==> src/rtl/core/ksrsm_ram.sv <==
// Generic single-write, single-read synchronous RAM with registered read data.
// No dependencies.
module ksrsm_ram #(
    parameter int WIDTH = 32,
    parameter int DEPTH = 64
) (
    input  logic                     clk,
    input  logic                     we,
    input  logic [$clog2(DEPTH)-1:0] waddr,
    input  logic [WIDTH-1:0]         wdata,
    input  logic [$clog2(DEPTH)-1:0] raddr,
    output logic [WIDTH-1:0]         rdata
);

    logic [WIDTH-1:0] mem [DEPTH];

    // Write port and registered read port.
    always_ff @(posedge clk)
    begin
        if (we)
        begin
            mem[waddr] <= wdata;
        end
        rdata <= mem[raddr];
    end

endmodule

==> config.mk <==
export PLATFORM = sky130hd
export DESIGN_NAME = ksrsm_ram
export DESIGN_NICKNAME = d
export VERILOG_FILES = /design/src/rtl/core/ksrsm_ram.sv
export SDC_FILE = /design/constraint.sdc
export NUM_CORES = 2
export LEC_CHECK = 0
export BUFFER_PORTS_ARGS = -buffer_cell sky130_fd_sc_hd__buf_2
export CORE_ASPECT_RATIO = 1.75
export CORE_MARGIN = 4
export CORE_UTILIZATION = 40
export CTS_CLUSTER_DIAMETER = 100
export DETAILED_ROUTE_END_ITERATION = 8
export SETUP_SLACK_MARGIN = 0.2
export SLEW_MARGIN = 20
export SYNTH_ARGS = -nofsm -noshare
export SYNTH_HDL_FRONTEND = slang
export SYNTH_SLANG_ARGS = --single-unit
==> constraint.sdc <==
create_clock -name clk -period 5.2 [get_ports clk]
set_clock_uncertainty 0.2 [all_clocks]
set_input_delay 0.52 -clock clk [delete_from_list [all_inputs] [get_ports clk]]
set_output_delay 0.52 -clock clk [all_outputs]
set_load 0.005 [all_outputs]
# Word level (Yosys, flattened, before mapping)
# Memories as Yosys holds them, arrays and structs flattened. A register that Yosys moved wholly into a read port is not among the register bits.
# Index checks and enable logic that the tools add are counted.
totals:
  register_bits: 0
  latch_bits: 0
  ramBits: 2048
  mem_bits_ro: 0
  input_bits: 46
  n_memories: 1
mem_list:
  columns: ["memory", "depth", "width", "read_ports", "rd_clocked_by_memory_dff", "wr", "line", "source"]
  rows:
  - ["mem", 64, 32, 1, 1, 1, "15", "logic [WIDTH-1:0] mem [DEPTH];"]
classes:
  n_addsub: 0
  multipliers: 0
  div_mod_pow: 0
  magnitude_cmp: 0
  eq_ne: 0
  n_shift: 0
  mux: 2
  bitwise: 0
  n_reduce_logical: 0
ops:
  columns: ["op", "n"]
  rows:
  - ["$mux W1", 2]

# Logic depth before layout (Yosys ltp)
depth:
  depth_word: 2
  ltp_mapped: 10
  ltp_nobuf: 5

# Least setup slack after synthesis
# No wires, ideal clock.
synth_path:
  kind: "input to register"
  start: "input waddr[3]"
  end: "memory mem[48][0] (enable)"
  setup_ns: 0.461
  t_arrival_ns: 3.219
  t_required_ns: 4.539
  setup_slack_ns: 1.320
  cell_stages: 4
  path_buffers: 1
  path_cell_list: "clkbuf_1 -> nor2b_1 -> nand4b_1 -> nor3_1"
synth_rtl:
  columns: ["element", "line", "source"]
  rows:
  - ["start: declaration", "9", "input logic [$clog2(DEPTH)-1:0] waddr,"]
  - ["end: declaration", "15", null]
# No word-level cell before the write port.

==> results.sh <==
export IMPL_hold_path_class="input pin to flop"
export IMPL_grt_setup_unrepaired="no"
export IMPL_viasPerCell=5.79
export IMPL_cp_max_fo=51
export IMPL_syn_instance_count=3324
export IMPL_first_global_vias=38000
export IMPL_seq_area_frac_synth=0.791
export IMPL_clk_latency_ns=0.81
export IMPL_cts_setup_buffers=0
export IMPL_setup_violations_final=0
export IMPL_synthesis_area_um2=78500
export IMPL_hold_viol=0
export IMPL_status="finished clean"
export IMPL_synth_area_top_cells="edfxtp_1 78%, mux4_2 16%, mux2i_1 1.2%, dfxtp_1 0.82%, o22ai_1 0.67%"
export IMPL_cts_sinks=2080
export IMPL_cts_clk_slew_worst_paths_ns=0.07
export IMPL_power_per_cell_area_nw_per_um2=380
export IMPL_crit_buf_inv=2
export IMPL_cp_arrival_ns=3.69
export IMPL_ir_drop_v=0.000271
export IMPL_cp_cell_sequence="buf_8 > buf_4 > mux4_2 > o22ai_1 > nor2_1 > a21oi_1 > nor2_1"
export IMPL_synth_net_count=3370
export IMPL_yosys_area_top_type="edfxtp_1"
export IMPL_die_height_um=594
export IMPL_finalCritPeriodShare=0.622
export IMPL_antenna_found_initial=19
export IMPL_critical_path_required_ns=5.65
export IMPL_dieArea_um2=204000
export IMPL_mostFrequentLayoutCell="edfxtp_1"
export IMPL_avgSynthCellArea_um2=23.6
export IMPL_synth_largest_type_area_fraction=0.783
export IMPL_cts_tree="done"
export IMPL_wl_mm=213
export IMPL_slew_headroom=0.264
export IMPL_synth_cell_types=34
export IMPL_grt_max_degree=69
export IMPL_ioPinCount=78
export IMPL_die_x_um=343
export IMPL_cts_buffers=178
export IMPL_cts_resized=0
export IMPL_slowest_stage="a21oi_1"
export IMPL_drt_iter0_drc=4206
export IMPL_initial_utilization=0.403
export IMPL_tightest_slew_ns=1.10
export IMPL_wire_per_inst_um=33.6
export IMPL_pre_cts_ws_ns=1.10
export IMPL_hold_ws_ns=0.0932
export IMPL_setup_tns_ns=0
export IMPL_areaGrowthSynthToFinish_pct=13.7
export IMPL_gp_congestion=0.794
export IMPL_ant_nets=0
export IMPL_cts_root_buf="clkbuf_16"
export IMPL_cp_start_kind="input pin"
export IMPL_final_max_slew_viol_count=0
export IMPL_power_mw=33.9
export IMPL_drcViolationCount=0
export IMPL_period_needed_ns=3.23
export IMPL_worstSetupPathType="input pin to flop"
export IMPL_dp_hpwl_mm=127
export IMPL_p_leak_nw=27.5
export IMPL_fin_nets=3638
export IMPL_vias=36600
export IMPL_clockBufferDepth=4
export IMPL_setup_slack_ns=1.97
export IMPL_max_freq_mhz=309
export IMPL_yosys_warnings=0
export IMPL_rows=214
export IMPL_crit_top_cell="nor2_1"
export IMPL_critPathTopFamily="compound AO/OA/AOI/OAI gates"
export IMPL_grt_ovfl_total=0
export IMPL_maxCapViolCount=0
export IMPL_core_area_um2=195000
export IMPL_grt_use_total=0.208
export IMPL_htreeDepth=4
export IMPL_first_pass_iters=7
export IMPL_drive_above_1_share=0.304
export IMPL_layout_common_cells="2048 x edfxtp_1, 544 x mux4_2, 181 x clkbuf_16"
export IMPL_end_kind="flop"
export IMPL_critPathMaxStageDelay_ns=0.61
export IMPL_io_buffers=77
export IMPL_ys_ff_latch=2080
export IMPL_grt_pass1_wl_mm=298
==> layer usage <==
layer	wire length [um]	global-route usage	vias to the layer above
li1	-	-	14800
met1	75600	0.254	20000
met5	58	0	-
met3	13100	0.0297	356
met4	12100	0.101	8
met2	112000	0.364	1466
==> power breakdown <==
group / switching [mW] / total (mW) / internal, mW
combinational: 1.19 / 1.84 / 0.649
sequential: 0.0822 / 18.6 / 18.6
clock: 5.87 / 13.5 / 7.61
==> state kept, by name, indices dropped and copies added, names as in the netlist <==
| register | cells |
|---|---|
| mem | 2048 |
| rdata | 32 |
==> path summary, 6_finish.rpt <==
| path | start | end | slack (ns) | depth (start not counted) |
|---|---|---|---|---|
| worst max-delay path | raddr[0] | rdata[21] | 1.97 | 7 |
| worst min-delay path | wdata[18] | mem[41][18] | 0.09 | 1 |
| worst max register to register | mem[55][21] | rdata[21] | 2.47 | 5 |
| worst min register to register | mem[12][17] | rdata[17] | 0.52 | 4 |
==> final cells by class <==
type                    count  area, um^2
fillers                 15900      105000
flip-flops and latches   2080       62100
multi-input cells        1062       16000
clock buffers             229        4800
well taps                2592        3240
repair buffers            270        2100
clock inverters            80         951
diodes                     10        25.0
==> metrics by stage <==
| step | util | instances | cell area [um^2] |
|---|---|---|---|
| after floorplan | - | 3324 | 78500 |
| after global placement | 0.428 | 6001 | 83400 |
| after detailed placement | 0.429 | 6003 | 83400 |
| after CTS | 0.458 | 6313 | 89200 |
| after global routing | 0.458 | 6314 | 89200 |
| final | 0.458 | 6323 | 89200 |
==> kinds of logic after synthesis <==
kind of cell,after synthesis,share of synthesized area
AOI/OAI and AO/OA,202,0.0167
and+or+nand+nor,223,0.0127
DFF,2080,0.791
muxes,637,0.168
buffers and inverters,182,0.0113
==> cell usage after synthesis (all sizes together) <==
master,count
a21oi,62
a22oi,12
a311oi,8
a31oi,1
a41o,4
and2,2
and3,4
buf,108
clkbuf,74
dfxtp,32
edfxtp,2048
mux2i,93
mux4,544
nand2,26
nand2b,8
nand3,5
nand3b,5
nand4,2
nand4b,1
nor2,137
nor2b,15
nor3,7
o221ai,27
o22ai,84
o32ai,4
or2,3
or3,3
or3b,5
==> timing repair <==
action,4_1_cts,5_1_grt
hold endpoints to repair,6,0
hold buffers,1,0
endpoints found under the setup margin,0,0
No activity file was read; power rests on OpenSTA's default activity.
