--- src/rtl/core/ksrsm_pkg.sv ---
// Package for the k-smallest row-sum merge unit: payload structs,
// field widths, register indexes, state encoding and the saturating adder.
// No dependencies.
package ksrsm_pkg;

    localparam int VALUE_W = 20;
    localparam int SUM_W   = 32;
    localparam int CFG_W   = 11;

    // Configuration register indexes.
    localparam logic REG_ROW_LENGTH = 1'b0;
    localparam logic REG_KEEP_COUNT = 1'b1;

    typedef struct packed {
        logic [VALUE_W-1:0] value;
        logic               final_row;
    } ksrsm_in_t;

    typedef struct packed {
        logic [SUM_W-1:0] sum;
        logic             last;
    } ksrsm_out_t;

    typedef enum logic [3:0] {
        ST_IDLE,
        ST_COPY,
        ST_INIT_RD,
        ST_INIT_LAT,
        ST_INIT,
        ST_SCAN,
        ST_SCAN_END,
        ST_PICK,
        ST_ADV,
        ST_EMIT_RD,
        ST_EMIT_LD,
        ST_EMIT_WAIT
    } ksrsm_state_t;

    // Adds a row value to a kept sum, saturating at the all-ones sum.
    function automatic logic [SUM_W-1:0] sat_add(input logic [SUM_W-1:0] a,
                                                 input logic [VALUE_W-1:0] b);
        logic [SUM_W:0] t;
        t = {1'b0, a} + (SUM_W+1)'(b);
        return t[SUM_W] ? {SUM_W{1'b1}} : t[SUM_W-1:0];
    endfunction

endpackage

--- src/rtl/core/ksrsm_sort_row.sv ---
// Row of compare-and-shift cells that keeps the smallest values of the
// current row in ascending order. Depends on ksrsm_pkg.
module ksrsm_sort_row #(
    parameter int KEEP = 64
) (
    input  logic                                 clk,
    input  logic                                 ins,
    input  logic [ksrsm_pkg::VALUE_W-1:0]        ins_value,
    input  logic [$clog2(KEEP+1)-1:0]            held,
    input  logic                                 shift,
    output logic [ksrsm_pkg::VALUE_W-1:0]        head
);

    localparam int HW = $clog2(KEEP+1);

    logic [ksrsm_pkg::VALUE_W-1:0] cell_reg  [KEEP];
    logic [ksrsm_pkg::VALUE_W-1:0] cell_next [KEEP];

    // Each cell either keeps its value, takes the new value, or takes the
    // value of its left neighbor when the new value lands further left.
    // A shift moves every value one place toward the head.
    always_comb
    begin
        for (int p = 0; p < KEEP; p++)
        begin
            cell_next[p] = cell_reg[p];
            if (shift)
            begin
                if (p < KEEP-1)
                begin
                    cell_next[p] = cell_reg[p+1];
                end
            end
            else if (ins && (HW'(p) <= held)
                     && ((HW'(p) == held) || (cell_reg[p] > ins_value)))
            begin
                if ((p > 0) && (cell_reg[(p > 0) ? p-1 : 0] > ins_value))
                begin
                    cell_next[p] = cell_reg[(p > 0) ? p-1 : 0];
                end
                else
                begin
                    cell_next[p] = ins_value;
                end
            end
        end
    end

    always_ff @(posedge clk)
    begin
        for (int p = 0; p < KEEP; p++)
        begin
            cell_reg[p] <= cell_next[p];
        end
    end

    assign head = cell_reg[0];

endmodule

--- config.mk ---
export PLATFORM = sky130hd
export DESIGN_NAME = ksrsm_sort_row
export DESIGN_NICKNAME = d
export VERILOG_FILES = /design/src/rtl/core/ksrsm_pkg.sv /design/src/rtl/core/ksrsm_sort_row.sv
export SDC_FILE = /design/constraint.sdc
export NUM_CORES = 2
export LEC_CHECK = 0
export ABC_AREA = 1
export BUFFER_PORTS_ARGS = -buffer_cell sky130_fd_sc_hd__clkbuf_2
export CORE_ASPECT_RATIO = 1.2
export CORE_UTILIZATION = 25
export DETAILED_ROUTE_END_ITERATION = 16
export MAX_ROUTING_LAYER = met4
export PLACE_DENSITY = 0.37
export SETUP_SLACK_MARGIN = 0.02
export SLEW_MARGIN = 20
export SYNTH_ARGS = -nofsm -noshare
export SYNTH_HDL_FRONTEND = slang
export SYNTH_SLANG_ARGS = --single-unit
--- constraint.sdc ---
create_clock -name clk -period 5.9 [get_ports clk]
set_input_delay 0.885 -clock clk [delete_from_list [all_inputs] [get_ports clk]]
set_output_delay 0.885 -clock clk [all_outputs]
set_load 0.02 [all_outputs]
## Word level (Yosys, flattened, before mapping)

Memory sizes are Yosys's and may differ from the RTL's.
Index checks and enable logic that the tools add are counted.

- Bits in registers: 0
- Memory bits (writable): 1280
- Bits of input ports: 30
- Output and inout bits: 20
- Word-level logic and storage cells: 576
- Memories: 1

- Order comparisons: 128
- Eq/ne operators: 63
- Mux-type cells: 191
- Reduce and logical (&&, ||, !) cells: 193

Memories:

| memory | words | width | rd ports | clocked after Yosys merged registers in | write ports | line | text |
|---|---|---|---|---|---|---|---|
| cell_reg | 64 | 20 | 64 | 0 | 64 | ksrsm_sort_row.sv:16 | `logic [ksrsm_pkg::VALUE_W-1:0] cell_reg [KEEP];` |

Operators by type and width:

| cell | number |
|---|---|
| $mux 20 | 191 |
| $gt 20x20->1 | 64 |
| $eq 6x7->1 const A | 32 |
| $le 6x7->1 const A | 32 |
| $logic_and 1x1->1 | 128 |
| $eq 5x7->1 const A | 16 |
| $le 5x7->1 const A | 16 |
| $logic_or 1x1->1 | 64 |
| $eq 4x7->1 const A | 8 |
| $le 4x7->1 const A | 8 |
| $eq 3x7->1 const A | 4 |
| $le 3x7->1 const A | 4 |
| $eq 2x7->1 const A | 2 |
| $le 1x7->1 const A | 2 |
| $le 2x7->1 const A | 2 |
| $eq 1x7->1 const A | 1 |
| $logic_not 7->1 | 1 |

## Longest topological paths before layout

- Depth after elaboration: 5
- Depth in mapped cells: 16
- Depth with buffers taken out: 14

## Least setup slack after synthesis

No wires, ideal clock.

- Kind: input -> register
- From: input ins_value[19] in the netlist's numbering
- To: memory cell_reg[0][300] in the netlist's numbering (enable)
- Library setup time: 400 ps
- Arrival: 4855 ps
- Required time: 5500 ps
- Setup slack: 646 ps
- Stages: 12
- Path buffers: 2
- Cell sequence: inv_2 -> buf_1 -> ha_1 -> nand2_1 -> nor2_2 -> nand2_1 -> nor2_1 -> nand2_1 -> nand3_2 -> nand2_2 -> buf_6 -> o21ai_1

RTL lines:

| item | line | text |
|---|---|---|
| start, declared | ksrsm_sort_row.sv:8 | `input logic [ksrsm_pkg::VALUE_W-1:0] ins_value,` |
| end, declared | ksrsm_sort_row.sv:16 |  |

==> summary.txt <==
Pwr
  • Combinational share of power: between 30% and 40%
  • VDD IR max: just under 0.2 mV
  • Pleak: 61.3 nW
  • Pwr dens: approximately 320 nW/µm²
  • Clock share of power: between 20 and 30%
  • Internal Power: between 20 and 25 mW
  • Seq pwr share: 38.2%
  • Sw power: between 15 and 20 mW
  • Switching Share: approximately 41%

Timing
  • Hold slack: 0.338 ns
  • Setup TNS: 0 ns
  • Relative slew slack: 24.8%
  • Final Max Tran Viols: 0
  • Period minus WS final: around 3.8 ns
  • Worst-case clock skew: 0.0338 ns
  • Final hold vios: 0
  • # setup viols final: 0
  • Actual slew at the worst max-slew pin: about 1.1 ns
  • Crit share post-route: ~64%
  • FMAX: roughly 0.27 GHz
  • RSZ-0062 raised after global routing: no

Placed design
  • GPL Wtd Cong: 0.859
  • DP Wirelength: ~350 mm
  • Number of port buffers: between 40 and 50
  • Cells after DPL: approximately 20,000

Routing
  • Vias: 96,700
  • DRT antenna net count: 0
  • Via/cell ratio: between 4 and 5
  • DRC viols: 0
  • DRT Pass-1 Iters: 6
  • Routed length per placed instance: roughly 23 µm
  • Initial DRC count: ~6,400
  • Drt total wl: roughly 470 mm

Synth
  • Most common cell in the synthesized netlist: nand2_1
  • Largest cells by area after synthesis: edfxtp_1 (36%), nand2_1 (20%), ha_1 (15%)
  • Register area share after synthesis: 35.6%
  • Asr flop ratio synth: 0%
  • Syn Inst Count: between 10,000 and 15,000
  • Dominant cell type by area after synthesis: edfxtp_1
  • Post-Syn Area: approximately 110,000 µm²
  • Top cell type's share of synthesized area: a little over a third
  • Commonest cells in the netlist: nand2_1 (5,729), nand3_1 (2,544), inv_1 (1,889)
  • Distinct cells, synth: 29
  • Post-synth EDFFs: ~1,300
  • Predominant post-synthesis flop cell: edfxtp_1
  • Yosys reg bits: 1,280
  • Syn Area/Cell: a little over 7 µm²
  • Synthesis Warnings: 0
  • Post-Syn Nets: 16,200

Clocking
  • CTS sink count: 1,280
  • CTS buffer count: about 180
  • CTS tree: done
  • Later-pin clock latency in the skew report: approximately 0.93 ns
  • Post-CTS Setup Bufs: 0
  • # hold bufs at CTS: 0
  • Root buffer cell: clkbuf_16
  • Worst-path clk slew: roughly 0.06 ns
  • H-tree depth: 4
  • Max clock buf depth: 4
  • PostCTS Resize Cnt: 0

Critical path
  • Critical Path Most Common Cell: nand2_1
  • CP Max Fanout: 50
  • Max stage delay cell, worst path: nand2_1
  • WS Path Type: input pin to register
  • Req. time, crit path: approximately 6.3 ns
  • CP Launch Point: ins_value[19]
  • CP Buf/Inv Count: 3
  • Slowest stage delay, CP: between 0.5 and 0.6 ns
  • Worst reg-to-reg setup slack: roughly 2.4 ns
  • Crit path DAT: about 4.2 ns
  • Worst setup EP type: register
  • Critical Path Start Type: input pin
  • Crit path max-delay family: simple AND/OR/NAND/NOR gates
  • Reg-to-Reg Start: cell_reg[0][110]
  • Critical path, cell by cell: clkbuf_2 > inv_8 > ha_1 > nand2_1 > inv_1 > nand2_1 > nand2_1 > a21oi_1 > nand3_2 > nand2_2 > nand2_1 > nand3_1 > nand2_1

Global route
  • Initial antenna violation count: 21
  • Largest net degree at the start of global routing: ~150
  • Total track usage: a little over a fifth
  • Global-route wire length before repair: ~680 mm
  • Total global routing overflow: 0
  • Vias in the first global route: 98,100

Finish
  • Final non-filler cell total: approximately 20,000
  • Synth-to-Final Area Change: 11.0%
  • Layout cells sized above 1: under 10%
  • # nets final: ~16,000
  • Max FFs per register: between 1,000 and 1,500

Min path
  • Worst min path class: input pin to register
  • Hold wc startpoint: ins_value[11]

Floorplan
  • Initial Util: 25.2%
  • Num ports: 50
  • Die W: between 600 and 700 µm
  • Die Area: 434,000 µm²
  • Core Area: 428,000 µm²
  • Die H: between 700 and 800 µm
  • Site row count: around 260

Run
  • Number of max-cap violations: 0

Run status
  • Run status: complete, no violations
[worst register-to-register path: stages, from the launching register on]
cell      delay, ns
edfxtp_1       0.56
ha_1           0.36
nand2_1        0.07
nor2_1         0.13
nand2_1        0.11
nor2_1         0.15
nand2_1        0.08
nand3_2        0.32
nand2_2        0.36
nand2_1        0.16
nand2_1        0.06
nand2_1        0.72
[power by group through the flow]
stage          logic (mW)  registers, mW  clock network (mW)
2_1_floorplan        9.83           13.6                   0
3_3_place_gp         13.0           15.0                   0
3_5_place_dp         13.1           15.0                   0
4_1_cts              13.2           14.8                11.1
5_1_grt              15.0           14.9                11.4
6_report             13.0           14.8                10.8
[metrics by stage]
step | power (mW) | util, % | worst slack [ns] | cell area (µm²)
2_1_floorplan | 23.4 | - | 0.646 | 108000
3_3_place_gp | 28.1 | 26.7 | 1.17 | 114000
3_5_place_dp | 28.1 | 26.7 | 1.14 | 114000
4_1_cts | 39.2 | 27.9 | 2.14 | 120000
5_1_grt | 41.3 | 27.9 | 1.87 | 120000
6_report | 38.6 | 27.9 | 2.13 | 120000
[routing by layer]
metal	track usage, %	vias up	routed length, µm
met5	-	-	0
met4	6.33	0	15100
met3	1.94	605	16300
met2	40.5	1715	249000
met1	24.5	46500	190000
li1	-	47900	-
[final cells by class]
type | count | area [µm²]
inverter | 1917 | 7350
multi-input combinational | 10900 | 57400
clock buffer | 225 | 4780
sequential | 1280 | 38400
clock inverter | 85 | 602
timing repair buffer | 435 | 3960
fill | 47700 | 309000
tap | 5697 | 7130
antenna | 13 | 32.5
[cells by family (layout without fill, tap and decap cells)]
family,after synthesis,after routing,share of synthesized area (%)
AOI/OAI and AO/OA,648,648,3.17
adders and majority gates,1280,1280,14.9
buffers and inverters,2732,2662,11.2
DFF,1280,1280,35.6
other,0,13,0
and+or+nand+nor,8944,8944,35.2
[placed cells by master (no fill, tap or decap), types with 7 or more instances in the layout]
| cell | n |
|---|---|
| buf_12 | 64 |
| nor2_4 | 8 |
| clkbuf_16 | 185 |
| edfxtp_1 | 1280 |
| inv_8 | 20 |
| clkinv_2 | 27 |
| nand3_2 | 74 |
| nand4_1 | 44 |
| bufinv_16 | 8 |
| buf_4 | 323 |
| a21o_1 | 63 |
| nand2_1 | 5729 |
| clkbuf_2 | 46 |
| clkinv_1 | 42 |
| nand3_1 | 2544 |
| diode_2 | 13 |
| o21ai_2 | 7 |
| inv_1 | 1888 |
| ha_1 | 1280 |
| nor2_2 | 85 |
| clkbuf_1 | 40 |
| inv_2 | 8 |
| nand2_2 | 72 |
| nand4_2 | 17 |
| nor2_1 | 366 |
| a21oi_1 | 479 |
| o21ai_0 | 88 |
[worst paths after layout]
kind                                          to  cells past startpoint
worst max-delay path             cell_reg[1][71]                     13
worst min-delay path            cell_reg[1][631]                      3
worst max register to register  cell_reg[0][110]                     11
worst min register to register  cell_reg[1][220]                      2
Power figures use the tool's default switching activity.
